File: config.mk
export PLATFORM = sky130hd
export DESIGN_NAME = bis_queue
export DESIGN_NICKNAME = d
export VERILOG_FILES = /design/src/bitvector_interning_store_defines.svh /design/src/bis_pkg.sv /design/src/bis_queue.sv
export SDC_FILE = /design/constraint.sdc
export NUM_CORES = 1
export LEC_CHECK = 0
export ABC_AREA = 1
export BUFFER_PORTS_ARGS = -buffer_cell sky130_fd_sc_hd__buf_4
export CAP_MARGIN = 10
export CELL_PAD_IN_SITES_DETAIL_PLACEMENT = 2
export CELL_PAD_IN_SITES_GLOBAL_PLACEMENT = 2
export CORE_MARGIN = 1.5
export CORE_UTILIZATION = 35
export DETAILED_ROUTE_END_ITERATION = 8
export GPL_TIMING_DRIVEN = 1
export PLACE_DENSITY_LB_ADDON = 0.1
export SLEW_MARGIN = 40
export SYNTH_ARGS = -nofsm -noshare
export SYNTH_HDL_FRONTEND = slang
export SYNTH_SLANG_ARGS = --single-unit
File: constraint.sdc
create_clock -name i_clk -period 15 [get_ports i_clk]
set_input_delay 1.5 -clock i_clk [delete_from_list [all_inputs] [get_ports i_clk]]
set_output_delay 1.5 -clock i_clk [all_outputs]
set_load 0.01 [all_outputs]
File: src/bitvector_interning_store_defines.svh
// Assertion macros for the interning store.
// BIS_ASSERT checks a condition at every clock edge outside reset.
// BIS_ASSERT_NEXT checks a consequence in the cycle after its trigger.
`ifndef BITVECTOR_INTERNING_STORE_DEFINES_SVH
`define BITVECTOR_INTERNING_STORE_DEFINES_SVH
`ifndef NO_ASSERTIONS
`define BIS_ASSERT(lbl, cond, msg) \
    lbl: assert property (@(posedge i_clk) disable iff (!i_rst_n) (cond)) else $error(msg);
`define BIS_ASSERT_NEXT(lbl, ante, cons, msg) \
    lbl: assert property (@(posedge i_clk) disable iff (!i_rst_n) (ante) |=> (cons)) \
        else $error(msg);
`else
`define BIS_ASSERT(lbl, cond, msg)
`define BIS_ASSERT_NEXT(lbl, ante, cons, msg)
`endif
`endif

File: src/bis_pkg.sv
package bis_pkg;

    // Sizes of the store; INDEX_SLOTS must be a power of two
    localparam int WORDS       = 4;
    localparam int ENTRIES     = 256;
    localparam int INDEX_SLOTS = 512;

    localparam int WCNT_W  = $clog2(WORDS + 1);
    localparam int WIDX_W  = (WORDS > 1) ? $clog2(WORDS) : 1;
    localparam int ID_W    = $clog2(ENTRIES + 1);
    localparam int SLOT_W  = $clog2(INDEX_SLOTS);
    localparam int PRB_W   = $clog2(INDEX_SLOTS + 1);
    localparam int SADDR_W = (ENTRIES * WORDS > 1) ? $clog2(ENTRIES * WORDS) : 1;
    localparam int BAG_W   = 8;

    localparam logic [63:0] ONES64   = 64'hffff_ffff_ffff_ffff;
    localparam logic [63:0] MIX_C1   = 64'hbf58_476d_1ce4_e5b9;
    localparam logic [63:0] MIX_C2   = 64'h94d0_49bb_1331_11eb;

    // Result status codes
    localparam logic [1:0] ST_OLD     = 2'd0;
    localparam logic [1:0] ST_NEW     = 2'd1;
    localparam logic [1:0] ST_COLLIDE = 2'd2;
    localparam logic [1:0] ST_FULL    = 2'd3;

    // One assembled vector, ready for lookup
    typedef struct packed {
        logic [WORDS-1:0][63:0] words;
        logic [63:0]            fold;
        logic                   zero;
        logic                   ones;
    } t_job;

    typedef struct packed {
        logic full;
        logic empty;
    } t_q_stat;

    typedef struct packed {
        logic clr_done;
    } t_bk_stat;

    typedef enum logic [2:0] {
        S_CLR, S_IDLE, S_MUL, S_PRD, S_PCHK, S_CRD, S_CCHK, S_WR
    } t_bstate;

endpackage

File: src/bis_queue.sv
module bis_queue
    import bis_pkg::*;
(
    input  logic    i_clk,
    input  logic    i_rst_n,
    input  logic    i_push,
    input  t_job    i_job,
    input  logic    i_pop,
    output t_job    o_job,
    output t_q_stat o_stat
);

    t_job       r_mem [2];
    logic       r_wp, r_rp;
    logic [1:0] r_cnt;

    assign o_job        = r_mem[r_rp];
    assign o_stat.full  = (r_cnt == 2'd2);
    assign o_stat.empty = (r_cnt == 2'd0);

    // Store a pushed job
    always_ff @(posedge i_clk) begin
        if (i_push) r_mem[r_wp] <= i_job;
    end

    // Advance pointers and the fill level
    always_ff @(posedge i_clk) begin
        if (!i_rst_n) begin
            r_wp  <= 1'b0;
            r_rp  <= 1'b0;
            r_cnt <= 2'd0;
        end else begin
            if (i_push) r_wp <= !r_wp;
            if (i_pop)  r_rp <= !r_rp;
            r_cnt <= r_cnt + {1'b0, i_push} - {1'b0, i_pop};
        end
    end

endmodule

======== After elaboration in Yosys (flattened, before gate mapping) ========
Memory sizes are Yosys's and may differ from the RTL's. A register that Yosys moved wholly into a read port is not among the register bits.
Cells that the tools add are included.
Widths: inputs -> output; s select.
word-level totals
  output and inout port bits .............. 324
  memory bits (writable) .................. 644
  word-level logic and storage cells ...... 14
  memories ................................ 1
  input bits .............................. 326
  register bits after elaboration ......... 4
memories
  memory  depth  width  read ports  clocked after memory_dff  wr ports  line             source
  r_mem   2      322    1           1                         1         bis_queue.sv:13  t_job r_mem [2];
cells by class
  muxes and demuxes ....................... 4
  equal/unequal tests ..................... 1
  reductions and logical operators ........ 3
  $add $sub $neg .......................... 2
operators by type and width
  operator            number
  $mux 1              4
  $add 2x1->2         1
  $eq 2x2->1 const B  1
  $logic_not 1->1     2
  $logic_not 2->1     1
  $sub 2x1->2         1

======== Logic depth before layout (Yosys ltp) ========
Gate-level depths: netlist of the first run.
  depth after elaboration ................. 3
  mapped depth ............................ 7
  depth with buffers taken out ............ 7

======== Least setup slack after synthesis of the first run ========
No wires, ideal clock.
  kind .................................... input -> register
  start ................................... input i_push
  end ..................................... memory r_mem[0][0] (netlist bit), enable pin
  required time ........................... 13979 ps
  path buffers ............................ 0
  setup time .............................. 1021 ps
  slack ................................... -1008 ps
  stages on the path ...................... 2
  arrival time ............................ 14987 ps
  path through ............................ inv_1 > nor2_1
between the ends
  longest elaborated chain between the ends .. 2
RTL lines
  item                          line             source
  start: declaration            bis_queue.sv:6   input logic i_push,
  $mux 1                        bis_queue.sv:23  if (i_push) r_mem[r_wp] <= i_job;
  $mux 1 (not written as such)  bis_queue.sv:23
  end: declaration              bis_queue.sv:13
Every way passes these cells.

==> impl_table.tex, run 1 <==
\begin{tabular}{lr}
\hline
Metric & Value \\
\hline
\multicolumn{2}{l}{\textbf{Run status}} \\
Outcome & complete, no violations \\
\multicolumn{2}{l}{\textbf{Placement}} \\
Half-perimeter wire length after placement & just over 50 mm \\
Instance area after placement & 29500 um2 \\
Number of input and output port buffers inserted & 649 \\
Last weighted congestion value of the routability-driven placer & 0.815 \\
\multicolumn{2}{l}{\textbf{Pwr}} \\
VDD IR max & 102 uV \\
Ratio of total power to cell area & 135 nW/um2 \\
Cell leakage power & 11.8 nW \\
\multicolumn{2}{l}{\textbf{Clock network}} \\
Clock buffer count from CTS & 72 \\
Clk buf depth & 3 \\
Hold Buf Count CTS & 0 \\
Clock network latency to the later pin of the worst-skew pair & between 0.6 and 0.7 ns \\
Resized Gates After CTS & 0 \\
Clk pin slew, worst setup/hold paths & approximately 0.060 ns \\
Level count of the clock H-tree & 3 \\
Post-CTS setup buffer count & 0 \\
Clock tree root driver cell & clkbuf\_16 \\
Sinks on Clock Net & between 600 and 700 \\
TritonCTS clock tree & done \\
\multicolumn{2}{l}{\textbf{Worst setup path}} \\
Peak fanout along the critical path & 74 \\
CP startpoint kind & register \\
Most frequent CP cell & buf\_4 \\
CP max stage delay & about 0.62 ns \\
Startpoint of the most critical register-to-register path & r\_wp \\
Type of the setup path with the least slack & reg2out \\
Crit Reg-Reg Endpoint & r\_mem[1][118] \\
Data arrival, critical path & 2.81 ns \\
Cell Chain, Critical Path & buf\_4, buf\_6, mux2\_2, buf\_4 \\
Reg-to-reg slack, setup & about 12 ns \\
Critical Path End Type & output port \\
Worst-case reg-to-reg path depth & 4 \\
Worst-path cell with the longest stage delay & buf\_6 \\
Worst endpoint required time & roughly 14 ns \\
\multicolumn{2}{l}{\textbf{Finish}} \\
Filler instances & 6160 \\
Layout overhead on the synthesized area & 34.1\% \\
Count of nets after finishing & just over 2000 \\
Share of final-layout standard cells stronger than drive strength 1 & 59.8\% \\
Cell area after layout & 31800 um2 \\
\multicolumn{2}{l}{\textbf{Detailed routing}} \\
Remaining design rule violation count & 0 \\
Overall via count from detail\_route & about 13000 \\
Detail-routed net length per standard cell & about 26 um \\
Final wirelength & roughly 70 mm \\
DRT iter0 DRCs & between 600 and 700 \\
Post-detailed-route count of antenna-violating nets & 0 \\
Pre-Repair DR Iteration Count & 4 \\
Detailed-route vias per instance & 4.67 \\
\multicolumn{2}{l}{\textbf{Flow run}} \\
Number of max-cap violations & 0 \\
\multicolumn{2}{l}{\textbf{Floorplan}} \\
I/O pins & 650 \\
Die Outline Area & 69300 um2 \\
Placement row count & 95 \\
Die Width & approximately 260 um \\
Die Span Y & 263 um \\
Core footprint & 67200 um2 \\
Initial core utilization & 35.3\% \\
\multicolumn{2}{l}{\textbf{Logic synthesis}} \\
Post-synth net total & 1363 \\
FF+latch count, synth & 649 \\
Register area share after synthesis & 82.0\% \\
Ys Warns & 0 \\
Avg Cell Area, Syn & 22.9 um2 \\
Cell area after technology mapping & $\sim$24000 um2 \\
Count of different cell masters after synthesis & 13 \\
Gate count of the mapped netlist & 1035 \\
\multicolumn{2}{l}{\textbf{Min path}} \\
Path class of the lowest-slack min-delay path & reg2reg \\
Hold Crit Start & r\_rp \\
Hold worst-path end & r\_rp \\
Instance count along the most critical hold path & 2 \\
\multicolumn{2}{l}{\textbf{Timing}} \\
Max Slew Vio Count & 0 \\
FMAX & 232 MHz \\
Period Utilization, post-route & 28.7\% \\
Hold violation total from the final report & 0 \\
Transition time at the pin with the least slew margin & around 0.82 ns \\
Unrepaired setup endpoints after global routing & false \\
Setup TNS & 0 ns \\
Clock period minus worst slack & between 4 and 5 ns \\
Number of endpoints failing setup at the final stage & 0 \\
Remaining max-slew budget at the tightest pin & 45.2\% \\
Worst setup skew after layout & 0.0162 ns \\
\multicolumn{2}{l}{\textbf{Global routing}} \\
Number of global-route vias before repair & 14200 \\
Total congestion overflow & 0 \\
Wire length of the first global-routing pass & 98.1 mm \\
Initial antenna violation count & 24 \\
Total track usage & between 15 and 20\% \\
Largest net degree at the start of global routing & between 100 and 150 \\
\hline
\end{tabular}
[layout by cell type, fill, tap and decap left out, types with 3 or more instances in the layout]
master	instances
buf_4	651
clkbuf_16	73
clkbuf_1	18
mux2_4	40
diode_2	18
bufinv_16	5
dfxtp_1	4
nor2_1	8
edfxtp_1	644
inv_1	6
buf_12	4
nand2_1	8
buf_6	5
clkinv_2	4
inv_6	3
mux2_1	8
clkinv_1	17
mux2_2	274
[how the worst max path moves through the flow]
stage / start / to / slack, ns / depth (start not counted)
finish: register / o_job[128] / 10.69 / 4
global route: register / o_job[276] / 10.53 / 4
CTS: register / o_job[276] / 10.64 / 4
detailed placement: i_push / r_mem[1][45] / 10.47 / 5
global placement: register / o_job[276] / 10.30 / 4
floorplan: i_push / r_mem[0][0] / 4.63 / 2
[power breakdown]
part / switching (mW) / total [mW] / internal [mW]
Clock: 0.702 / 1.68 / 0.982
Combinational: 0.225 / 0.461 / 0.236
Sequential: 0.0293 / 2.13 / 2.11
[metrics by stage]
| stage | hold slack [ns] | instances | total power, mW | util [%] | worst slack, ns |
|---|---|---|---|---|---|
| finish | 0.516 | 2676 | 4.28 | 47.3 | 10.69 |
| global route | 0.583 | 2672 | 4.43 | 47.3 | 10.53 |
| CTS | 0.520 | 2658 | 4.34 | 47.3 | 10.64 |
| detailed placement | 0.501 | 2534 | 2.64 | 44.0 | 10.47 |
| global placement | 0.480 | 2530 | 2.62 | 43.8 | 10.30 |
| floorplan | 0.463 | 1035 | 2.39 | - | 4.63 |
[state kept, by name, indices dropped and copies added (netlist names), named ones only]
name / flops
r_cnt: 2
r_wp: 1
r_rp: 1
r_mem: 644
[kinds of logic after synthesis]
kind of cell	count (synthesis)	synth area share, %
DFF	649	82.0
muxes	322	15.9
buffers and inverters	43	1.69
and+or+nand+nor	18	0.290
adders and majority gates	2	0.106
AOI/OAI and AO/OA	1	0.0211
[routing by layer]
| metal | share of wire (%) | track usage [%] | vias up |
|---|---|---|---|
| met5 | 0.10 | 0 | - |
| met4 | 4.2 | 10.1 | 12 |
| met3 | 7.5 | 6.87 | 138 |
| met2 | 56 | 37.4 | 450 |
| met1 | 32 | 18.9 | 6367 |
| li1 | - | - | 5541 |
[cells in the mapped netlist, drive strengths merged]
cell type | instances | share of area (%)
nand3 | 1 | 0.021
buf | 36 | 1.6
ha | 2 | 0.11
dfxtp | 5 | 0.42
inv | 7 | 0.11
nand2 | 8 | 0.13
mux2 | 322 | 16
a21oi | 1 | 0.021
edfxtp | 644 | 82
nor2 | 9 | 0.14
[worst max-delay path: cells and delay by family (launching register included)]
kind | cells | cell delay [ns]
multiplexers | 1 | 0.42
flip-flops | 1 | 0.38
buffers and inverters | 3 | 1.30
[area by class of cell]
cell class | count | area, um2 | area share (%)
diodes | 18 | 45.0 | 0.142
well taps | 873 | 1090 | 3.44
repair buffers | 662 | 5080 | 16.0
multi-input cells | 343 | 3880 | 12.2
clock buffers | 91 | 1890 | 5.96
inverters | 7 | 38.8 | 0.122
clock inverters | 33 | 322 | 1.01
flip-flops and latches | 649 | 19400 | 61.1
No activity file was read; power rests on OpenSTA's default activity.
==> inputs of run 2 (changes only) <==
Settings changed: CORE_UTILIZATION 35 to 38.
Clock period 15 ns to 4.3 ns, I/O delays scaled along.
==> impl_table.tex, run 2 (synthesized netlist as in run 1, its figures left out) <==
\begin{tabular}{lr}
\hline
Metric & Value \\
\hline
\multicolumn{2}{l}{\textbf{Finish}} \\
Register ranked first by flip-flop count & r\_mem \\
Most frequent standard cell in the layout excluding fill and tap cells & buf\_4 \\
Post-layout utilization of the core & 56.8\% (+9.5 points) \\
Area used by sequential logic in the layout & 19400 um2 (unchanged) \\
Post-layout instance count excluding filler cells & 2957 (+11\%) \\
Filler instances & 5297 (-14\%) \\
Number of flip-flops under the largest register name & 644 (unchanged) \\
Area of combinational cells with multiple inputs & 3900 um2 (+0.42\%) \\
Share of final-layout standard cells stronger than drive strength 1 & 51.1\% (-8.7 points) \\
Registers with the highest flip-flop counts & r\_mem x644, r\_cnt x2 \\
Commonest cells after routing, fill and taps aside & buf\_4, edfxtp\_1, dlygate4sd3\_1, mux2\_2, clkbuf\_16 \\
Count of nets after finishing & 2389 (+16\%) \\
Layout overhead on the synthesized area & 47.8\% \\
\multicolumn{2}{l}{\textbf{Worst setup path}} \\
CP startpoint kind & register \\
Worst-case reg-to-reg path depth & 2 (-2) \\
Data arrival, critical path & 2.54 ns (-0.27 ns) \\
Critical Path End Type & output port \\
Reg-to-reg slack, setup & 2.25 ns (-9.68 ns) \\
Worst endpoint required time & 3.87 ns (-9.63 ns) \\
Peak fanout along the critical path & 53 (-28\%) \\
Startpoint of the most critical register-to-register path & r\_wp \\
Crit Reg-Reg Endpoint & r\_mem[0][60] \\
Type of the setup path with the least slack & reg2out \\
\multicolumn{2}{l}{\textbf{Detailed routing}} \\
Post-detailed-route count of antenna-violating nets & 0 (unchanged) \\
Pre-Repair DR Iteration Count & 4 (unchanged) \\
Final wirelength & 81.4 mm (+16\%) \\
Remaining design rule violation count & 0 (unchanged) \\
Overall via count from detail\_route & 14000 (+12\%) \\
DRT iter0 DRCs & 647 (-1.1\%) \\
Detail-routed net length per standard cell & 27.5 um (+5.3\%) \\
Detailed-route vias per instance & 4.74 (+1.3\%) \\
\multicolumn{2}{l}{\textbf{Pwr}} \\
Share of power burned in combinational logic & 12.8\% (+2.0 points) \\
Cell leakage power & 13.2 nW (+12\%) \\
Switching part of the total & 23.4\% (+1.1 points) \\
Share of power burned in the clock network & 38.8\% (-0.5 points) \\
Reported net switching power & 3.61 mW (+280\%) \\
VDD IR max & 382 uV (+280\%) \\
Ratio of total power to cell area & 439 nW/um2 (+230\%) \\
Power Internal & 11.8 mW (+250\%) \\
Sequential cell fraction of total power & 48.4\% (-1.5 points) \\
\multicolumn{2}{l}{\textbf{Clock network}} \\
Clock network latency to the later pin of the worst-skew pair & 0.62 ns (about the same) \\
Clock tree root driver cell & clkbuf\_16 \\
TritonCTS clock tree & done \\
Sinks on Clock Net & 649 (unchanged) \\
Resized Gates After CTS & 0 (unchanged) \\
Clk buf depth & 3 (unchanged) \\
Level count of the clock H-tree & 3 (unchanged) \\
Clk pin slew, worst setup/hold paths & 0.06 ns (about the same) \\
Clock buffer count from CTS & 72 (unchanged) \\
\multicolumn{2}{l}{\textbf{Timing}} \\
Worst setup skew after layout & 0.0168 ns (+0.000602 ns) \\
Unrepaired setup endpoints after global routing & false \\
Remaining max-slew budget at the tightest pin & 47.0\% (+1.8 points) \\
Transition time at the pin with the least slew margin & 0.795 ns (-0.0270 ns) \\
Max Slew Vio Count & 0 (unchanged) \\
FMAX & around 340 MHz \\
Hold violation total from the final report & 0 (unchanged) \\
Period Utilization, post-route & between 60\% and 70\% \\
Number of endpoints failing setup at the final stage & 0 (unchanged) \\
Clock period minus worst slack & $\sim$3 ns \\
\multicolumn{2}{l}{\textbf{Placement}} \\
Last weighted congestion value of the routability-driven placer & 0.842 (+3.3\%) \\
Number of input and output port buffers inserted & 649 (unchanged) \\
Half-perimeter wire length after placement & 49.2 mm (-3.0\%) \\
Total instance count after detailed placement & 2504 (-1.2\%) \\
\multicolumn{2}{l}{\textbf{Global routing}} \\
Number of global-route vias before repair & 16300 (+15\%) \\
Largest net degree at the start of global routing & 123 (-11\%) \\
Initial antenna violation count & 13 (-46\%) \\
Total track usage & 24.9\% (+5.0 points) \\
Total congestion overflow & 0 (unchanged) \\
Wire length of the first global-routing pass & 113 mm (+15\%) \\
\multicolumn{2}{l}{\textbf{Flow run}} \\
Number of max-cap violations & 0 (unchanged) \\
\multicolumn{2}{l}{\textbf{Floorplan}} \\
I/O pins & 650 (unchanged) \\
Initial core utilization & 38.4\% (+3.1 points) \\
Placement row count & 91 (-4.2\%) \\
Die Span Y & 253 um (-4.0\%) \\
Core footprint & 61700 um2 (-8.1\%) \\
Die Outline Area & 63900 um2 (-7.8\%) \\
Die Width & 253 um (-4.0\%) \\
\multicolumn{2}{l}{\textbf{Min path}} \\
Instance count along the most critical hold path & 1 (-1) \\
Hold worst-path end & r\_mem[1][119] \\
Hold Crit Start & i\_job[119] \\
Path class of the lowest-slack min-delay path & in2reg \\
\multicolumn{2}{l}{\textbf{Run status}} \\
Outcome & complete, no violations \\
\hline
\end{tabular}
## run 2: cell types whose count changed in the layout (fill, tap and decap cells not counted), sizes merged, moves of 4 or more
cell,delta
dlygate4sd3,+320
diode,-8
buf,+6
clkbuf,+6
clkinv,-4
## run 2: repair_timing
| item | in CTS | in global routing |
|---|---|---|
| setup buffers | 0 | 0 |
| hold buffers | 320 | 0 |
| hold endpoints to repair | 640 | 0 |
## run 2: layer usage
metal | vias to the layer above | global-route usage (%) | routed length, um
li1 | 6181 | - | -
met1 | 7201 | 25.1 | 27800
met2 | 464 | 46.9 | 44900
met3 | 155 | 7.16 | 5040
met4 | 4 | 11.1 | 3620
met5 | - | 0 | 25
## run 2: worst max-delay path by stage
| stage | to | slack [ns] | depth (start not counted) |
|---|---|---|---|
| floorplan | r_mem[1][0] | -1.39 | 2 |
| global placement | o_job[113] | 1.80 | 3 |
| detailed placement | o_job[269] | 1.92 | 4 |
| CTS | o_job[83] | 1.28 | 4 |
| global route | o_job[83] | 1.21 | 4 |
| finish | o_job[85] | 1.33 | 4 |
## run 2: power by group through the flow
| stage | clock, mW | combinational [mW] | sequential, mW |
|---|---|---|---|
| final | 5.97 | 1.98 | 7.45 |
| after CTS | 6.01 | 1.95 | 7.44 |
| after global placement | 0 | 1.60 | 7.55 |
| after floorplan | 0 | 0.738 | 7.57 |
| after detailed placement | 0 | 1.67 | 7.57 |
| after global routing | 6.33 | 2.07 | 7.48 |
## run 2: worst max-delay path, cell delays in order (launching register included)
cell and delay [ns]:
dfxtp_4 0.65, buf_12 0.31, buf_12 0.31, mux2_2 0.41
buf_4 0.16
## run 2: layout make-up
type	instances	share of cell area (%)
flip-flops and latches	649	55.5
diodes	10	0.0714
multi-input cells	343	11.1
clock inverters	26	0.571
repair buffers	988	24.0
inverters	7	0.121
clock buffers	97	5.67
well taps	837	2.99
## run 2: stage by stage
stage | cell area, um2 | total power, mW | setup slack [ns] | setup TNS (ns) | hold WS, ns
3_5_place_dp | 29600 | 9.24 | 1.92 | 0 | 0.501
6_report | 35100 | 15.4 | 1.33 | 0 | 0.0394
4_1_cts | 35000 | 15.4 | 1.28 | 0 | 0.000133
2_1_floorplan | 23800 | 8.31 | -1.39 | -873.11 | 0.463
5_1_grt | 35100 | 15.9 | 1.21 | 0 | 0.00392
3_3_place_gp | 29500 | 9.15 | 1.80 | 0 | 0.474
