[config.mk]
export PLATFORM = sky130hd
export DESIGN_NAME = bis_front
export DESIGN_NICKNAME = d
export VERILOG_FILES = /design/src/bitvector_interning_store_defines.svh /design/src/bis_pkg.sv /design/src/bis_front.sv
export SDC_FILE = /design/constraint.sdc
export NUM_CORES = 1
export LEC_CHECK = 0
export ABC_AREA = 1
export BUFFER_PORTS_ARGS = -buffer_cell sky130_fd_sc_hd__buf_4
export CAP_MARGIN = 30
export CORE_ASPECT_RATIO = 1.2
export CORE_MARGIN = 4
export CORE_UTILIZATION = 40
export DETAILED_ROUTE_END_ITERATION = 16
export PLACE_DENSITY = 0.63
export SYNTH_ARGS = -nofsm -noshare
export SYNTH_HDL_FRONTEND = slang
export SYNTH_SLANG_ARGS = --single-unit
[constraint.sdc]
create_clock -name i_clk -period 2.9 [get_ports i_clk]
set_input_delay 0 -clock i_clk [delete_from_list [all_inputs] [get_ports i_clk]]
set_output_delay 0 -clock i_clk [all_outputs]
set_load 0.01 [all_outputs]
[src/bitvector_interning_store_defines.svh]
// Assertion macros for the interning store.
// BIS_ASSERT checks a condition at every clock edge outside reset.
// BIS_ASSERT_NEXT checks a consequence in the cycle after its trigger.
`ifndef BITVECTOR_INTERNING_STORE_DEFINES_SVH
`define BITVECTOR_INTERNING_STORE_DEFINES_SVH
`ifndef NO_ASSERTIONS
`define BIS_ASSERT(lbl, cond, msg) \
    lbl: assert property (@(posedge i_clk) disable iff (!i_rst_n) (cond)) else $error(msg);
`define BIS_ASSERT_NEXT(lbl, ante, cons, msg) \
    lbl: assert property (@(posedge i_clk) disable iff (!i_rst_n) (ante) |=> (cons)) \
        else $error(msg);
`else
`define BIS_ASSERT(lbl, cond, msg)
`define BIS_ASSERT_NEXT(lbl, ante, cons, msg)
`endif
`endif

[src/bis_pkg.sv]
package bis_pkg;

    // Sizes of the store; INDEX_SLOTS must be a power of two
    localparam int WORDS       = 4;
    localparam int ENTRIES     = 256;
    localparam int INDEX_SLOTS = 512;

    localparam int WCNT_W  = $clog2(WORDS + 1);
    localparam int WIDX_W  = (WORDS > 1) ? $clog2(WORDS) : 1;
    localparam int ID_W    = $clog2(ENTRIES + 1);
    localparam int SLOT_W  = $clog2(INDEX_SLOTS);
    localparam int PRB_W   = $clog2(INDEX_SLOTS + 1);
    localparam int SADDR_W = (ENTRIES * WORDS > 1) ? $clog2(ENTRIES * WORDS) : 1;
    localparam int BAG_W   = 8;

    localparam logic [63:0] ONES64   = 64'hffff_ffff_ffff_ffff;
    localparam logic [63:0] MIX_C1   = 64'hbf58_476d_1ce4_e5b9;
    localparam logic [63:0] MIX_C2   = 64'h94d0_49bb_1331_11eb;

    // Result status codes
    localparam logic [1:0] ST_OLD     = 2'd0;
    localparam logic [1:0] ST_NEW     = 2'd1;
    localparam logic [1:0] ST_COLLIDE = 2'd2;
    localparam logic [1:0] ST_FULL    = 2'd3;

    // One assembled vector, ready for lookup
    typedef struct packed {
        logic [WORDS-1:0][63:0] words;
        logic [63:0]            fold;
        logic                   zero;
        logic                   ones;
    } t_job;

    typedef struct packed {
        logic full;
        logic empty;
    } t_q_stat;

    typedef struct packed {
        logic clr_done;
    } t_bk_stat;

    typedef enum logic [2:0] {
        S_CLR, S_IDLE, S_MUL, S_PRD, S_PCHK, S_CRD, S_CCHK, S_WR
    } t_bstate;

endpackage

[src/bis_front.sv]
module bis_front
    import bis_pkg::*;
(
    input  logic        i_clk,
    input  logic        i_rst_n,
    input  logic        i_valid,
    input  logic [63:0] i_word,
    input  logic        i_last,
    output logic        o_ready,
    input  t_q_stat     i_q_stat,
    input  t_bk_stat    i_bk_stat,
    output logic        o_push,
    output t_job        o_job
);

    logic [WORDS-1:0][63:0] r_buf, n_buf;
    logic [63:0]            r_fold, n_fold;
    logic                   r_zero, n_zero, r_ones, n_ones;
    logic [WCNT_W-1:0]      r_cnt, n_cnt;
    logic                   accept;

    assign o_ready = !i_q_stat.full && i_bk_stat.clr_done;
    assign accept  = i_valid && o_ready;
    assign o_push  = accept && i_last;

    // Fold the incoming word into the vector; drop words past the end
    always_comb begin
        n_buf  = r_buf;
        n_fold = r_fold;
        n_zero = r_zero;
        n_ones = r_ones;
        n_cnt  = r_cnt;
        if (r_cnt < WCNT_W'(WORDS)) begin
            n_buf[r_cnt[WIDX_W-1:0]] = i_word;
            n_fold = r_fold ^ i_word;
            if (i_word != 64'd0) n_zero = 1'b0;
            if (i_word != ONES64) n_ones = 1'b0;
            n_cnt = r_cnt + WCNT_W'(1);
        end
    end

    // A short vector is never all ones
    always_comb begin
        o_job.words = n_buf;
        o_job.fold  = n_fold;
        o_job.zero  = n_zero;
        o_job.ones  = n_ones && (n_cnt == WCNT_W'(WORDS));
    end

    // Hold the partial vector; clear it after the last word
    always_ff @(posedge i_clk) begin
        if (!i_rst_n || o_push) begin
            r_buf  <= '0;
            r_fold <= '0;
            r_zero <= 1'b1;
            r_ones <= 1'b1;
            r_cnt  <= '0;
        end else if (accept) begin
            r_buf  <= n_buf;
            r_fold <= n_fold;
            r_zero <= n_zero;
            r_ones <= n_ones;
            r_cnt  <= n_cnt;
        end
    end

endmodule

# After elaboration in Yosys (flattened, before gate mapping)
# Index checks and enable logic that the tools add are counted.
classes:
  n_addsub: 1
  mul: 0
  div: 0
  magnitude_cmp: 3
  n_eq_ne: 2
  shift: 0
  mux: 10
  n_bitwise: 1
  reduce_logical: 9
op_table:
  columns: ["op", "n"]
  rows:
  - ["$bwmux 256", 1]
  - ["$mux 256", 1]
  - ["$demux 64 s2", 1]
  - ["$mux 64", 2]
  - ["$ne 64x64->1 const B", 1]
  - ["$reduce_bool 64->1", 1]
  - ["$xor 64x64->64", 1]
  - ["$logic_and 1x1->1", 5]
  - ["$mux 1", 4]
  - ["$add 3x1->3 const B", 1]
  - ["$eq 3x3->1 const B", 1]
  - ["$lt 2x3->1 const B", 1]
  - ["$lt 3x3->1 const B", 1]
  - ["$mux 3", 1]
  - ["$ge 2x1->1 const B", 1]
  - ["$logic_not 1->1", 2]
  - ["$logic_or 1x1->1", 1]
word_totals:
  regBits: 325
  latchBits: 0
  ram_bits: 0
  romBits: 0
  mem_count: 0

# Logic depth before layout (Yosys ltp)
# Gate-level depths: netlist (run 1).
depth:
  depth_word: 6
  mapped_depth: 11

# Least setup slack after synthesis (run 1)
# OpenSTA, ideal clock, no wires.
synth_timing:
  path_kind: "reg2reg"
  start: "register r_cnt[0]"
  end: "register r_buf[28] (netlist name)"
  setup_ns: 0.070
  arrival_time_ns: 1.580
  required_ns: 2.830
  path_slack_ns: 1.250
  path_stages_with_launch: 12
  path_buffers: 2
  cell_sequence: "dfxtp_1 inv_1 ha_1 inv_1 nor2_2 inv_2 buf_4 buf_2 nand2_1 o21ai_1 nand2_1 a21oi_1"
synth_rtl:
  columns: ["element", "line_no", "text"]
  rows:
  - ["from (decl)", "bis_front.sv:19", "logic [WCNT_W-1:0] r_cnt, n_cnt;"]
  - ["from (signal assigned)", "bis_front.sv:63", "r_cnt <= n_cnt;"]
  - ["to (signal assigned)", "bis_front.sv:59", "r_buf <= n_buf;"]
  - ["to (decl)", "bis_front.sv:16", "logic [WORDS-1:0][63:0] r_buf, n_buf;"]

==> results of run 1 <==
[power by group through the flow]
| stage | Combinational, µW | Clock (µW) | Sequential [µW] |
|---|---|---|---|
| 2_1_floorplan | 702 | 0 | 4680 |
| 3_3_place_gp | 1330 | 0 | 4690 |
| 3_5_place_dp | 1340 | 0 | 4690 |
| 4_1_cts | 1410 | 4680 | 4590 |
| 5_1_grt | 1530 | 4870 | 4600 |
| 6_report | 1410 | 4580 | 4590 |
[flip-flops by register name, summed over array words and instances (netlist names)]
register  count
r_zero        1
r_ones        1
r_fold       64
r_buf       256
r_cnt         3
[synthesized netlist by cell type]
master	n
inv_1	149
buf_2	72
inv_2	4
dfxtp_1	325
a21oi_1	322
buf_1	15
buf_4	22
xor2_1	64
ha_1	4
o21ai_0	60
nand3_1	6
nor2_1	28
o21a_1	1
buf_6	1
clkbuf_2	1
nor2_2	2
nand4_1	21
o21ai_1	260
nand2_1	870
clkbuf_1	58
o2111ai_1	1
nand2_2	1
xnor2_1	1
a211oi_1	2
o22ai_1	1
[how the worst min path moves through the flow]
| stage | startpoint | slack, ns | end |
|---|---|---|---|
| 3_5_place_dp | i_q_stat[1] | 0.27 | o_ready |
| 3_3_place_gp | i_q_stat[1] | 0.27 | o_ready |
| 4_1_cts | i_rst_n | 0.11 | r_buf[16] |
| 6_report | i_rst_n | 0.1 | r_buf[14] |
| 5_1_grt | i_rst_n | 0.13 | r_buf[16] |
| 2_1_floorplan | i_q_stat[1] | 0.03 | o_ready |
[layout make-up]
type | count | area share, %
diodes | 1 | 0.01239
repair buffers | 473 | 19.12
well taps | 480 | 2.974
multi-input cells | 1644 | 36.96
flip-flops and latches | 325 | 32.21
clock inverters | 13 | 0.5699
clock buffers | 49 | 5.253
inverters | 153 | 2.899
[tightest hold or removal path, cell delays in order]
cell and delay [ns]:
buf_4 0.11, nand2_8 0.06, buf_12 0.20, a21oi_1 0.17
[what timing repair did]
item,in CTS,in global routing
hold endpoints to repair,114,0
gates resized for setup,0,0
hold buffers,64,0
buffers inserted,0,0
setup endpoints to repair,0,0
[through the flow]
stage                     std cells  setup WS, ns
after floorplan                2291         1.250
after global placement         3010        0.9228
after detailed placement       3011        0.8830
after CTS                      3137        0.4438
after global routing           3138        0.2760
final                          3138        0.4697
[routing by layer]
layer	vias up	global-route usage, %	share of wire [%]
li1	8037	-	-
met1	7432	29.85	41
met2	533	39.54	48
met3	96	6.144	7.5
met4	0	8.805	3.8
met5	-	0	0
[cell families (layout without fill, tap and decap cells)]
| logic type | Yosys count | in the layout | share of synthesized area [%] |
|---|---|---|---|
| DFF | 325 | 325 | 42.48 |
| buffers and inverters | 322 | 688 | 9.075 |
| and+or+nand+nor | 928 | 928 | 23.18 |
| xor gates and xnor gates | 65 | 65 | 3.717 |
| adders and majority gates | 4 | 4 | 0.3268 |
| AOI/OAI and AO/OA | 647 | 647 | 21.22 |
| other | 0 | 1 | 0 |
==> results.rst, run 1 <==
.. list-table::
   :header-rows: 1

   * - Metric
     - Value
   * - Max Fclk
     - 411.5 MHz
   * - Width of the chip
     - 186.6 µm
   * - Switching share of total power
     - 26.02%
   * - Total power draw
     - 10580 µW
   * - Max-slew violation count
     - 0
   * - Clock latency reported for the late side of the worst-skew pair
     - 0.51 ns
   * - Endpoint of the most critical setup path
     - o_job[73]
   * - Critical-path cell with the highest stage delay
     - dfxtp_1
   * - Capture instance of the worst register-to-register path
     - r_buf[7]
   * - Number of synthesized register bits
     - 325
   * - DIE AREA
     - about 42000 µm²
   * - Post-layout instance area
     - 20200 µm²
   * - Clock group share of total power
     - 43.3%
   * - Number of failing hold endpoints at the final stage
     - 0
   * - Headroom to the max-slew limit
     - ~16%
   * - Unique masters post-synth
     - 25
   * - CP dominant cell by count
     - inv_1
   * - Total routing usage reported by global routing
     - approximately a quarter
   * - DR WL/cell
     - 16.78 µm
   * - Max Root-Sink Buffers
     - 3
   * - Required time reported for the critical path endpoint
     - 2.90 ns
   * - Number of cells on the critical path
     - 9
   * - R2r setup slk
     - 0.85 ns
   * - Critical path capture point type
     - output pin
   * - Power density normalized to cell area
     - 523.7 nW/µm²
   * - Highest fanout seen on the critical path
     - 54
   * - Half-perimeter wire length after detailed placement
     - 34450 µm
   * - Number of buffers inserted during clock tree synthesis
     - 36
   * - Data arrival, critical path
     - 2.43 ns
   * - Placeable core region
     - roughly 38000 µm²
   * - Number of cells on the worst hold path
     - 4
   * - Share of the clock period used by the worst path after layout
     - between 80% and 90%
   * - Power share of the sequential group
     - 43.4%
   * - Startpoint of the worst setup timing path
     - r_cnt[0]
   * - Biggest area consumer among synthesized cells
     - dfxtp_1
   * - Gpl congestion
     - 0.8194
   * - Area after DPL
     - between 15000 and 20000 µm²
   * - Antenna violations before repair
     - 1
   * - Boundary Pins
     - around 400
   * - Number of fill cells in the layout
     - about 3600
   * - Most frequent standard cell in the layout excluding fill and tap cells
     - nand2_1
   * - Post-Synthesis Cell Area
     - approximately 15000 µm²
   * - Synthesized area per cell
     - 6.686 µm²
   * - Synth warnings
     - 0
   * - Clock transition at the registers of the reported paths
     - approximately 0.06 ns
   * - Final total negative setup slack
     - 0 ns
   * - CP peak stage delay
     - 0.42 ns
   * - H-tree depth
     - 2
   * - Status
     - finished, final reports clean
   * - Total buffers and inverters traversed by the critical path
     - 5
   * - Min-Delay Path Class
     - primary input to register
   * - Instance count of the mapped netlist
     - 2291
   * - CTS tree
     - built
   * - First-pass GRT wire length
     - a little over 80000 µm
   * - Fraction of final layout cells sized beyond drive strength 1
     - a little under a fifth
   * - Height of the chip
     - around 220 µm
   * - Total detailed-routing wirelength
     - between 50000 and 60000 µm
   * - Maximum clock skew at final layout
     - 0.004185 ns
   * - Hold_ws
     - 0.09515 ns
   * - Mapped Nets
     - 2366
   * - End-of-flow core utilization
     - 53.34%
   * - Family with the most delay on the worst path
     - buffers and inverters
   * - Fraction of post-synthesis cell area in the top cell type by area
     - 42.48%
   * - Top cells by area, synth
     - dfxtp_1 42%, nand2_1 21%, a21oi_1 11%
   * - Area growth from synthesis to layout
     - 31.86%
   * - Total leakage power
     - 0.008504 µW
   * - Peak VDD IR
     - approximately 0.46 mV
   * - Fraction of the yosys area taken by sequential cells
     - 42.48%
   * - Initial drt markers
     - 1285
   * - Post-detailed-route via-to-cell ratio
     - 5.130
   * - Ordered cell list for the critical path
     - inv_1 > ha_1 > inv_1 > nor2_2 > inv_4 > buf_12 > nand2_1 > o21ai_1 > buf_4
   * - Max-cap check violation count
     - 0
   * - Net total in the final layout
     - around 2700
   * - Leading cell types in the layout, fill and taps excluded
     - 866 x nand2_1, 397 x buf_4, 325 x dfxtp_1
   * - Transition time of the tightest slew-check pin
     - 1.256 ns
   * - Overflow left after global routing
     - 0
   * - Number of cell instances on the worst register-to-register path
     - 10
   * - Launching point of the worst reg2reg path
     - r_cnt[0]
   * - Pin count of the biggest net entering global routing
     - between 200 and 300
   * - Clock tree root buffer cell
     - clkbuf_16
   * - Setup Crit Path Kind
     - register to output pin
   * - Pre-Repair DR Iteration Count
     - 5
   * - Final setup vio count
     - 0
   * - Clock sink count
     - 325
   * - Core Rows
     - between 70 and 80
   * - Setup repair after global routing missed its margin
     - no
   * - # port buffers
     - between 300 and 400
   * - Total number of vias
     - 16100
   * - Internal power contribution
     - 7825 µW
   * - Post-route DRC
     - 0
   * - Power dissipated by switching net loads
     - 2752 µW
   * - Startpoint type of the worst setup path
     - register
   * - Flip-flop and latch area
     - roughly 6500 µm²
   * - Starting density of the core
     - between 40% and 50%
   * - Final period demand of the worst path
     - between 2 and 2.5 ns
   * - Antenna-violating nets left
     - 0
   * - Area of the multi-input gates
     - 7465 µm²
   * - Logic pwr share
     - 13.3%
   * - Via count of the first global-routing pass
     - around 15000
Power figures use the tool's default switching activity.
==> run 2, diff against run 1 <==
--- a/config.mk
+++ b/config.mk
@@ -5,7 +5,7 @@
 export SDC_FILE = /design/constraint.sdc
 export NUM_CORES = 1
 export LEC_CHECK = 0
-export ABC_AREA = 1
+export ABC_AREA = 0
 export BUFFER_PORTS_ARGS = -buffer_cell sky130_fd_sc_hd__buf_4
 export CAP_MARGIN = 30
 export CORE_ASPECT_RATIO = 1.2
==> constraint.sdc (replaced) <==
create_clock -name i_clk -period 2.5 [get_ports i_clk]
set_input_delay 0 -clock i_clk [delete_from_list [all_inputs] [get_ports i_clk]]
set_output_delay 0 -clock i_clk [all_outputs]
set_load 0.01 [all_outputs]
==> run 2 against run 1 <==
Compared with the run above:
- via count shrank 11%
- utilization grew 0.27 points
- global-route usage shrank 0.37 points
- clock-buffer cell count grew 8
- clock power grew 16%
- hold slack lost 0.064 ns
- synthesized area grew 3.7%
- synthesized cell count shrank 18%
- clock skew grew 0.0066 ns
- power grew 25%
- non-clock buffer count grew 8
==> results.rst, run 2 <==
.. list-table::
   :header-rows: 1

   * - Metric
     - Value
   * - H-tree depth
     - 2 (unchanged)
   * - Startpoint type of the worst setup path
     - register
   * - Max-slew violation count
     - 0 (unchanged)
   * - Peak VDD IR
     - 0.4759 mV (+3.4%)
   * - Met1 WL
     - 21450 µm (-0.69%)
   * - Number of cells on the worst hold path
     - 4 (unchanged)
   * - Power share of the sequential group
     - 41.9% (-1.5 points)
   * - Initial drt markers
     - 805 (-37%)
   * - Gpl congestion
     - 0.8087 (-1.3%)
   * - Starting density of the core
     - 40.69% (+0.24 points)
   * - Post-layout instance area
     - 20930 µm² (+3.6%)
   * - Mapped Nets
     - 1956 (-17%)
   * - Most common cell in the netlist
     - nor2_1
   * - Synth warnings
     - 0 (unchanged)
   * - Placeable core region
     - 39040 µm² (+3.1%)
   * - Largest registers
     - r_buf (256), r_fold (64), r_cnt (3)
   * - Uppermost layer routed
     - met4
   * - Synthesized area per cell
     - 8.445 µm² (+26%)
   * - Max Root-Sink Buffers
     - 3 (unchanged)
   * - Height of the chip
     - 226.3 µm (+1.8%)
   * - Clock latency reported for the late side of the worst-skew pair
     - 0.53 ns (+0.02 ns)
   * - Half-perimeter wire length after detailed placement
     - 34640 µm (+0.55%)
   * - Antenna violations before repair
     - 1 (unchanged)
   * - Power density normalized to cell area
     - 632.4 nW/µm² (+21%)
   * - Core Rows
     - 79 (+1.3%)
   * - Max Fclk
     - ~420 MHz
   * - Fraction of the yosys area taken by sequential cells
     - 40.96% (-1.5 points)
   * - Most frequently used flop master after synthesis
     - dfxtp_1
   * - DIE AREA
     - 42980 µm² (+3.6%)
   * - Leading cell types in the layout, fill and taps excluded
     - 582 x nor2_1, 401 x buf_4, 324 x dfxtp_1
   * - Overflow left after global routing
     - 0 (unchanged)
   * - Post-detailed-route via-to-cell ratio
     - 5.081 (-0.96%)
   * - Most frequent standard cell in the layout excluding fill and tap cells
     - nor2_1
   * - CTS tree
     - built
   * - Largest register FFs
     - 256 (unchanged)
   * - Unique masters post-synth
     - 31 (+24%)
   * - Largest register by flop count
     - r_buf
   * - Total detailed-routing wirelength
     - 52910 µm (+0.49%)
   * - Clock tree root buffer cell
     - clkbuf_16
   * - Internal power contribution
     - 9652 µW (+23%)
   * - Highest fanout seen on the critical path
     - 30 (-44%)
   * - Post CTS Setup Buffer Count
     - 0 (unchanged)
   * - Top cells by area, synth
     - dfxtp_1 41%, nor2_1 14%, mux2_2 10%
   * - # port buffers
     - 393 (unchanged)
   * - Data arrival, critical path
     - 2.35 ns (-0.08 ns)
   * - Max-cap check violation count
     - 0 (unchanged)
   * - Transition time of the tightest slew-check pin
     - 0.9652 ns (-0.2911 ns)
   * - Total number of vias
     - 14310 (-11%)
   * - Share of the clock period used by the worst path after layout
     - 94.13%
   * - Number of buffers inserted during clock tree synthesis
     - 38 (+5.6%)
   * - Fraction of final layout cells sized beyond drive strength 1
     - 27.42% (+9.4 points)
   * - Critical hold path startpoint
     - i_valid
   * - Number of failing hold endpoints at the final stage
     - 0 (unchanged)
   * - Boundary Pins
     - 395 (unchanged)
   * - Pin count of the biggest net entering global routing
     - 175 (-33%)
   * - Via count of the first global-routing pass
     - 13810 (-5.9%)
   * - Async set-or-reset flop fraction in the synthesized netlist
     - 0% (unchanged)
   * - Setup Crit Path Kind
     - register to output pin
   * - Logic pwr share
     - 18.2% (+4.9 points)
   * - Final setup slack of the worst path
     - 0.1469 ns (-0.3229 ns)
   * - Total met2 wirelength after detailed routing
     - 25130 µm (+0.14%)
   * - Top cell types by occurrence after synthesis
     - 582 x nor2_1, 325 x dfxtp_1, 256 x nor3_1
   * - Maximum clock skew at final layout
     - 0.01077 ns (+0.006588 ns)
   * - Launching point of the worst reg2reg path
     - r_cnt[0]
   * - Post-Place Worst Slack
     - 0.5139 ns (-0.3690 ns)
   * - Antenna-violating nets left
     - 0 (unchanged)
   * - Startpoint of the worst setup timing path
     - r_cnt[0]
   * - Area after DPL
     - 19070 µm² (+3.7%)
   * - Required time reported for the critical path endpoint
     - 2.50 ns (-0.40 ns)
   * - Power dissipated by switching net loads
     - 3582 µW (+30%)
   * - Status
     - finished, final reports clean
   * - Critical path capture point type
     - output pin
   * - Instance count of the mapped netlist
     - 1881 (-18%)
   * - Number of enable flip-flop cells after synthesis
     - 0 (unchanged)
   * - Net total in the final layout
     - 2340 (-14%)
   * - Biggest area consumer among synthesized cells
     - dfxtp_1
   * - Total routing usage reported by global routing
     - 23.42% (-0.37 points)
   * - Final setup vio count
     - 0 (unchanged)
   * - Min-Delay Path Class
     - primary input to register
   * - Setup repair after global routing missed its margin
     - no
   * - Met3 routed WL
     - 4119 µm (+3.8%)
   * - Post-route DRC
     - 0 (unchanged)
   * - Clock transition at the registers of the reported paths
     - 0.06 ns (about the same)
   * - Final period demand of the worst path
     - ~2.4 ns
   * - Post-Synthesis Cell Area
     - 15890 µm² (+3.7%)
   * - Fraction of post-synthesis cell area in the top cell type by area
     - 40.96% (-1.5 points)
   * - DR WL/cell
     - 18.79 µm (+12%)
   * - Switching share of total power
     - 27.07% (+1.0 points)
   * - Final total negative setup slack
     - 0 ns (unchanged)
   * - Width of the chip
     - 189.9 µm (+1.8%)
   * - Area growth from synthesis to layout
     - 31.75% (about the same)
   * - Clock sink count
     - 325 (unchanged)
   * - Pre-Repair DR Iteration Count
     - 5 (unchanged)
   * - First-pass GRT wire length
     - 80340 µm (-1.8%)
   * - Number of cell instances on the worst register-to-register path
     - 6 (-4)
   * - Number of synthesized register bits
     - 325 (unchanged)
   * - Number of antenna diodes
     - 0 (-1)
   * - Clock group share of total power
     - 40.0% (-3.3 points)
   * - Headroom to the max-slew limit
     - 35.65% (+19 points)
   * - Total leakage power
     - 0.009155 µW (+7.6%)
[run 2: worst paths after layout]
path | endpoint | slack, ns
max | o_job[305] | 0.15
min | r_buf[46] | 0.03
max reg2reg | r_buf[235] | 0.50
min reg2reg | r_buf[119] | 0.49
[run 2: metal layers]
layer	GRT usage, %	up-vias
li1	-	6991
met1	28.61	6764
met2	39.39	450
met3	6.437	102
met4	9.104	0
met5	0	-
[run 2: power groups by stage]
stage	sequential (µW)	clock [µW]	combinational, µW
2_1_floorplan	5630	0	1260
3_3_place_gp	5640	0	2300
3_5_place_dp	5650	0	2330
4_1_cts	5540	5440	2420
5_1_grt	5570	5630	2600
6_report	5540	5290	2400
[run 2: cell families after synthesis]
| kind of cell | synth area share (%) |
|---|---|
| adder cells (fa/ha/maj) | 0.3151 |
| XOR/XNOR | 7.113 |
| AO/OA/AOI/OAI | 0.3309 |
| multiplexers | 18.34 |
| buffers and inverters | 4.970 |
| flip-flops | 40.96 |
| AND/OR/NAND/NOR | 27.98 |
[run 2: worst max-delay path, cell delays in order (launching register included)]
cell,delay [ns]
dfxtp_1,0.42
ha_1,0.21
nor2b_4,0.18
buf_4,0.43
mux2_1,0.40
buf_4,0.16
[run 2: final cells by class]
| class | instances | area [µm²] |
|---|---|---|
| Fill cell | 3554 | 18110 |
| Multi-Input combinational cell | 1416 | 8645 |
| Sequential cell | 325 | 6507 |
| Timing Repair Buffer | 481 | 3931 |
| Clock buffer | 57 | 1136 |
| Tap cell | 526 | 658.1 |
| Clock inverter | 8 | 40.04 |
| Inverter | 3 | 11.26 |
[run 2: repair_timing]
action,in CTS,in global routing
setup endpoints to repair,0,1
hold buffers,68,0
endpoints found under the hold margin,204,0
gates resized for setup,0,1
[run 2: stage by stage]
stage | total power (µW) | hold WS, ns | std cells | utilization [%]
2_1_floorplan | 6885 | 0.04641 | 1881 | -
3_3_place_gp | 7940 | 0.2773 | 2683 | 48.83
3_5_place_dp | 7983 | 0.2787 | 2683 | 48.83
4_1_cts | 13400 | 0.001903 | 2816 | 53.59
5_1_grt | 13800 | 0.03057 | 2816 | 53.60
6_report | 13230 | 0.03161 | 2816 | 53.60
==> run 3, diff against run 2 <==
==> constraint.sdc (replaced) <==
create_clock -name i_clk -period 3.05 [get_ports i_clk]
set_input_delay 0 -clock i_clk [delete_from_list [all_inputs] [get_ports i_clk]]
set_output_delay 0 -clock i_clk [all_outputs]
set_load 0.05 [all_outputs]
==> run 3 against run 2 <==
Compared with the run above:
- power decreased by 12%
- highest routed layer unchanged
- sequential cell count unchanged
- final area barely moved
- largest power group unchanged
- die area unchanged
- clock power down 21%
- via count rose by 0.31%
- largest cell class unchanged
- non-clock buffer count up 11
- routed wire length increased by 0.59%
- combinational power rose by 21%
- sequential power is 18% lower
==> results.rst, run 3 (same netlist as run 2, synthesis figures left out) <==
.. list-table::
   :header-rows: 1

   * - Metric
     - Value
   * - Status
     - finished, final reports clean
   * - Headroom to the max-slew limit
     - 29.43% (-6.2 points)
   * - Core Rows
     - 79 (unchanged)
   * - CTS tree
     - built
   * - Boundary Pins
     - 395 (unchanged)
   * - Critical-path cell with the highest stage delay
     - nor2b_4
   * - Post-route DRC
     - 0 (unchanged)
   * - Highest fanout seen on the critical path
     - 26 (-13%)
   * - Maximum clock skew at final layout
     - 0.01284 ns (+0.002066 ns)
   * - Final period demand of the worst path
     - 2.786 ns
   * - Number of failing hold endpoints at the final stage
     - 0 (unchanged)
   * - Clock group share of total power
     - 35.8% (-4.2 points)
   * - CP peak stage delay
     - 0.68 ns (+0.25 ns)
   * - # port buffers
     - 393 (unchanged)
   * - Setup repair after global routing missed its margin
     - no
   * - Number of antenna diodes
     - 0 (unchanged)
   * - Max-cap check violation count
     - 0 (unchanged)
   * - Data arrival, critical path
     - 2.79 ns (+0.44 ns)
   * - Number of buffers inserted during clock tree synthesis
     - 37 (-2.6%)
   * - Total routing usage reported by global routing
     - 23.56% (+0.14 points)
   * - Logic pwr share
     - 25.1% (+6.9 points)
   * - Largest registers
     - r_buf (256), r_fold (64), r_cnt (3)
   * - Max Root-Sink Buffers
     - 3 (unchanged)
   * - Net total in the final layout
     - 2350 (+0.43%)
   * - Max-slew violation count
     - 0 (unchanged)
   * - Placeable core region
     - 39040 µm² (unchanged)
   * - Switching share of total power
     - 32.85% (+5.8 points)
   * - Total leakage power
     - 0.009169 µW (+0.16%)
   * - Largest register by flop count
     - r_buf
   * - Ordered cell list for the critical path
     - ha_1 > nor2b_4 > buf_12 > nand3_1 > o31ai_1 > buf_4
   * - Height of the chip
     - 226.3 µm (unchanged)
   * - Fraction of final layout cells sized beyond drive strength 1
     - 27.55% (+0.12 points)
   * - Total number of vias
     - 14350 (+0.31%)
   * - Power density normalized to cell area
     - 554.8 nW/µm² (-12%)
   * - Power share of the sequential group
     - 39.1% (-2.8 points)
   * - Number of gates resized after CTS
     - 0 (unchanged)
   * - H-tree depth
     - 2 (unchanged)
   * - Area growth from synthesis to layout
     - 31.81% (about the same)
   * - CTS hold repair buffers
     - 69 (+1.5%)
   * - Flip-flop and latch area
     - 6507 µm² (unchanged)
   * - Total detailed-routing wirelength
     - 53220 µm (+0.59%)
   * - Pin count of the biggest net entering global routing
     - 160 (-8.6%)
   * - Required time reported for the critical path endpoint
     - 3.05 ns (+0.55 ns)
   * - Share of the clock period used by the worst path after layout
     - between 90 and 100%
   * - Area of the multi-input gates
     - 8638 µm² (about the same)
   * - Post-Place Worst Slack
     - 0.7580 ns (+0.2441 ns)
   * - Clock sink count
     - 325 (unchanged)
   * - Min-Delay Path Class
     - primary input to register
   * - Antenna-violating nets left
     - 0 (unchanged)
   * - Startpoint type of the worst setup path
     - register
   * - Leading cell types in the layout, fill and taps excluded
     - 582 x nor2_1, 411 x buf_4, 324 x dfxtp_1
   * - Final setup slack of the worst path
     - 0.2644 ns (+0.1176 ns)
   * - Internal power contribution
     - 7800 µW (-19%)
   * - Largest register FFs
     - 256 (unchanged)
   * - Critical path capture point type
     - output pin
   * - Setup Crit Path Kind
     - register to output pin
   * - Half-perimeter wire length after detailed placement
     - 35850 µm (+3.5%)
   * - Overflow left after global routing
     - 0 (unchanged)
   * - Max Fclk
     - around 360 MHz
   * - Post CTS Setup Buffer Count
     - 0 (unchanged)
   * - DIE AREA
     - 42980 µm² (unchanged)
   * - Via count of the first global-routing pass
     - 13830 (+0.17%)
   * - Antenna violations before repair
     - 0 (-1)
   * - Peak VDD IR
     - 0.3335 mV (-30%)
   * - Transition time of the tightest slew-check pin
     - 1.059 ns (+0.09333 ns)
   * - Clock transition at the registers of the reported paths
     - 0.06 ns (about the same)
   * - Clock tree root buffer cell
     - clkbuf_16
   * - Most frequent standard cell in the layout excluding fill and tap cells
     - nor2_1
   * - Post-detailed-route via-to-cell ratio
     - 5.082 (about the same)
   * - Final total negative setup slack
     - 0 ns (unchanged)
   * - End-of-flow core utilization
     - 53.63% (about the same)
   * - Initial drt markers
     - 660 (-18%)
   * - First-pass GRT wire length
     - 81110 µm (+0.95%)
   * - DR WL/cell
     - 18.84 µm (+0.30%)
   * - Starting density of the core
     - 40.69% (unchanged)
   * - Number of fill cells in the layout
     - 3600 (+1.3%)
   * - Gpl congestion
     - 0.7985 (-1.3%)
   * - Final setup vio count
     - 0 (unchanged)
   * - Pre-Repair DR Iteration Count
     - 4 (-1)
   * - Clock latency reported for the late side of the worst-skew pair
     - 0.52 ns (about the same)
   * - Width of the chip
     - 189.9 µm (unchanged)
   * - Power dissipated by switching net loads
     - 3816 µW (+6.5%)
run 3: cell count changes in the layout (fill, tap and decap cells not counted), sizes merged:
cell	previous run	this run
buf	413	423
clkinv	8	5
dlygate4sd3	68	69
run 3: power by group through the flow:
| stage | clock, µW | sequential [µW] | combinational (µW) |
|---|---|---|---|
| final | 4160 | 4540 | 2910 |
| after global routing | 4440 | 4560 | 3080 |
| after CTS | 4270 | 4540 | 2930 |
| after detailed placement | 0 | 4630 | 2850 |
| after global placement | 0 | 4620 | 2820 |
| after floorplan | 0 | 4610 | 1950 |
run 3: layout make-up:
class | instances | area share [%]
Multi-Input combinational cell | 1416 | 41.26
Sequential cell | 325 | 31.08
Timing Repair Buffer | 492 | 19.18
Clock buffer | 57 | 5.163
Tap cell | 526 | 3.143
Clock inverter | 5 | 0.1195
Inverter | 3 | 0.05378
run 3: final timing paths:
| kind | from | endpoint | slack (ns) | cells past startpoint |
|---|---|---|---|---|
| setup / recovery | r_cnt[0] | o_job[0] | 0.26 | 6 |
| hold / removal | i_valid | r_buf[67] | 0.18 | 5 |
| setup reg to reg | r_cnt[2] | r_fold[50] | 0.54 | 7 |
| hold reg to reg | r_buf[205] | r_buf[205] | 0.49 | 2 |
run 3: critical path: cells and delay by family, from the launching register on:
family / cells / cell delay [ns]
flops: 1 / 0.42
buf+inv: 2 / 0.59
fa+ha+maj: 1 / 0.20
simple gates: 2 / 0.78
compound gates: 1 / 0.27
run 3: metrics by stage:
stage | area, µm² | power (µW) | hold WS, ns | std cells
finish | 20940 | 11620 | 0.1816 | 2824
global route | 20940 | 12080 | 0.1976 | 2824
CTS | 20940 | 11740 | 0.1650 | 2824
detailed placement | 19140 | 7483 | 0.3275 | 2693
global placement | 19140 | 7445 | 0.3180 | 2693
floorplan | 15890 | 6557 | 0.1723 | 1881
run 3: routing by layer:
layer,global-route usage [%],share of wire [%]
met1,29.56,41
met2,39.54,48
met3,5.667,7.2
met4,8.660,3.9
met5,0,0
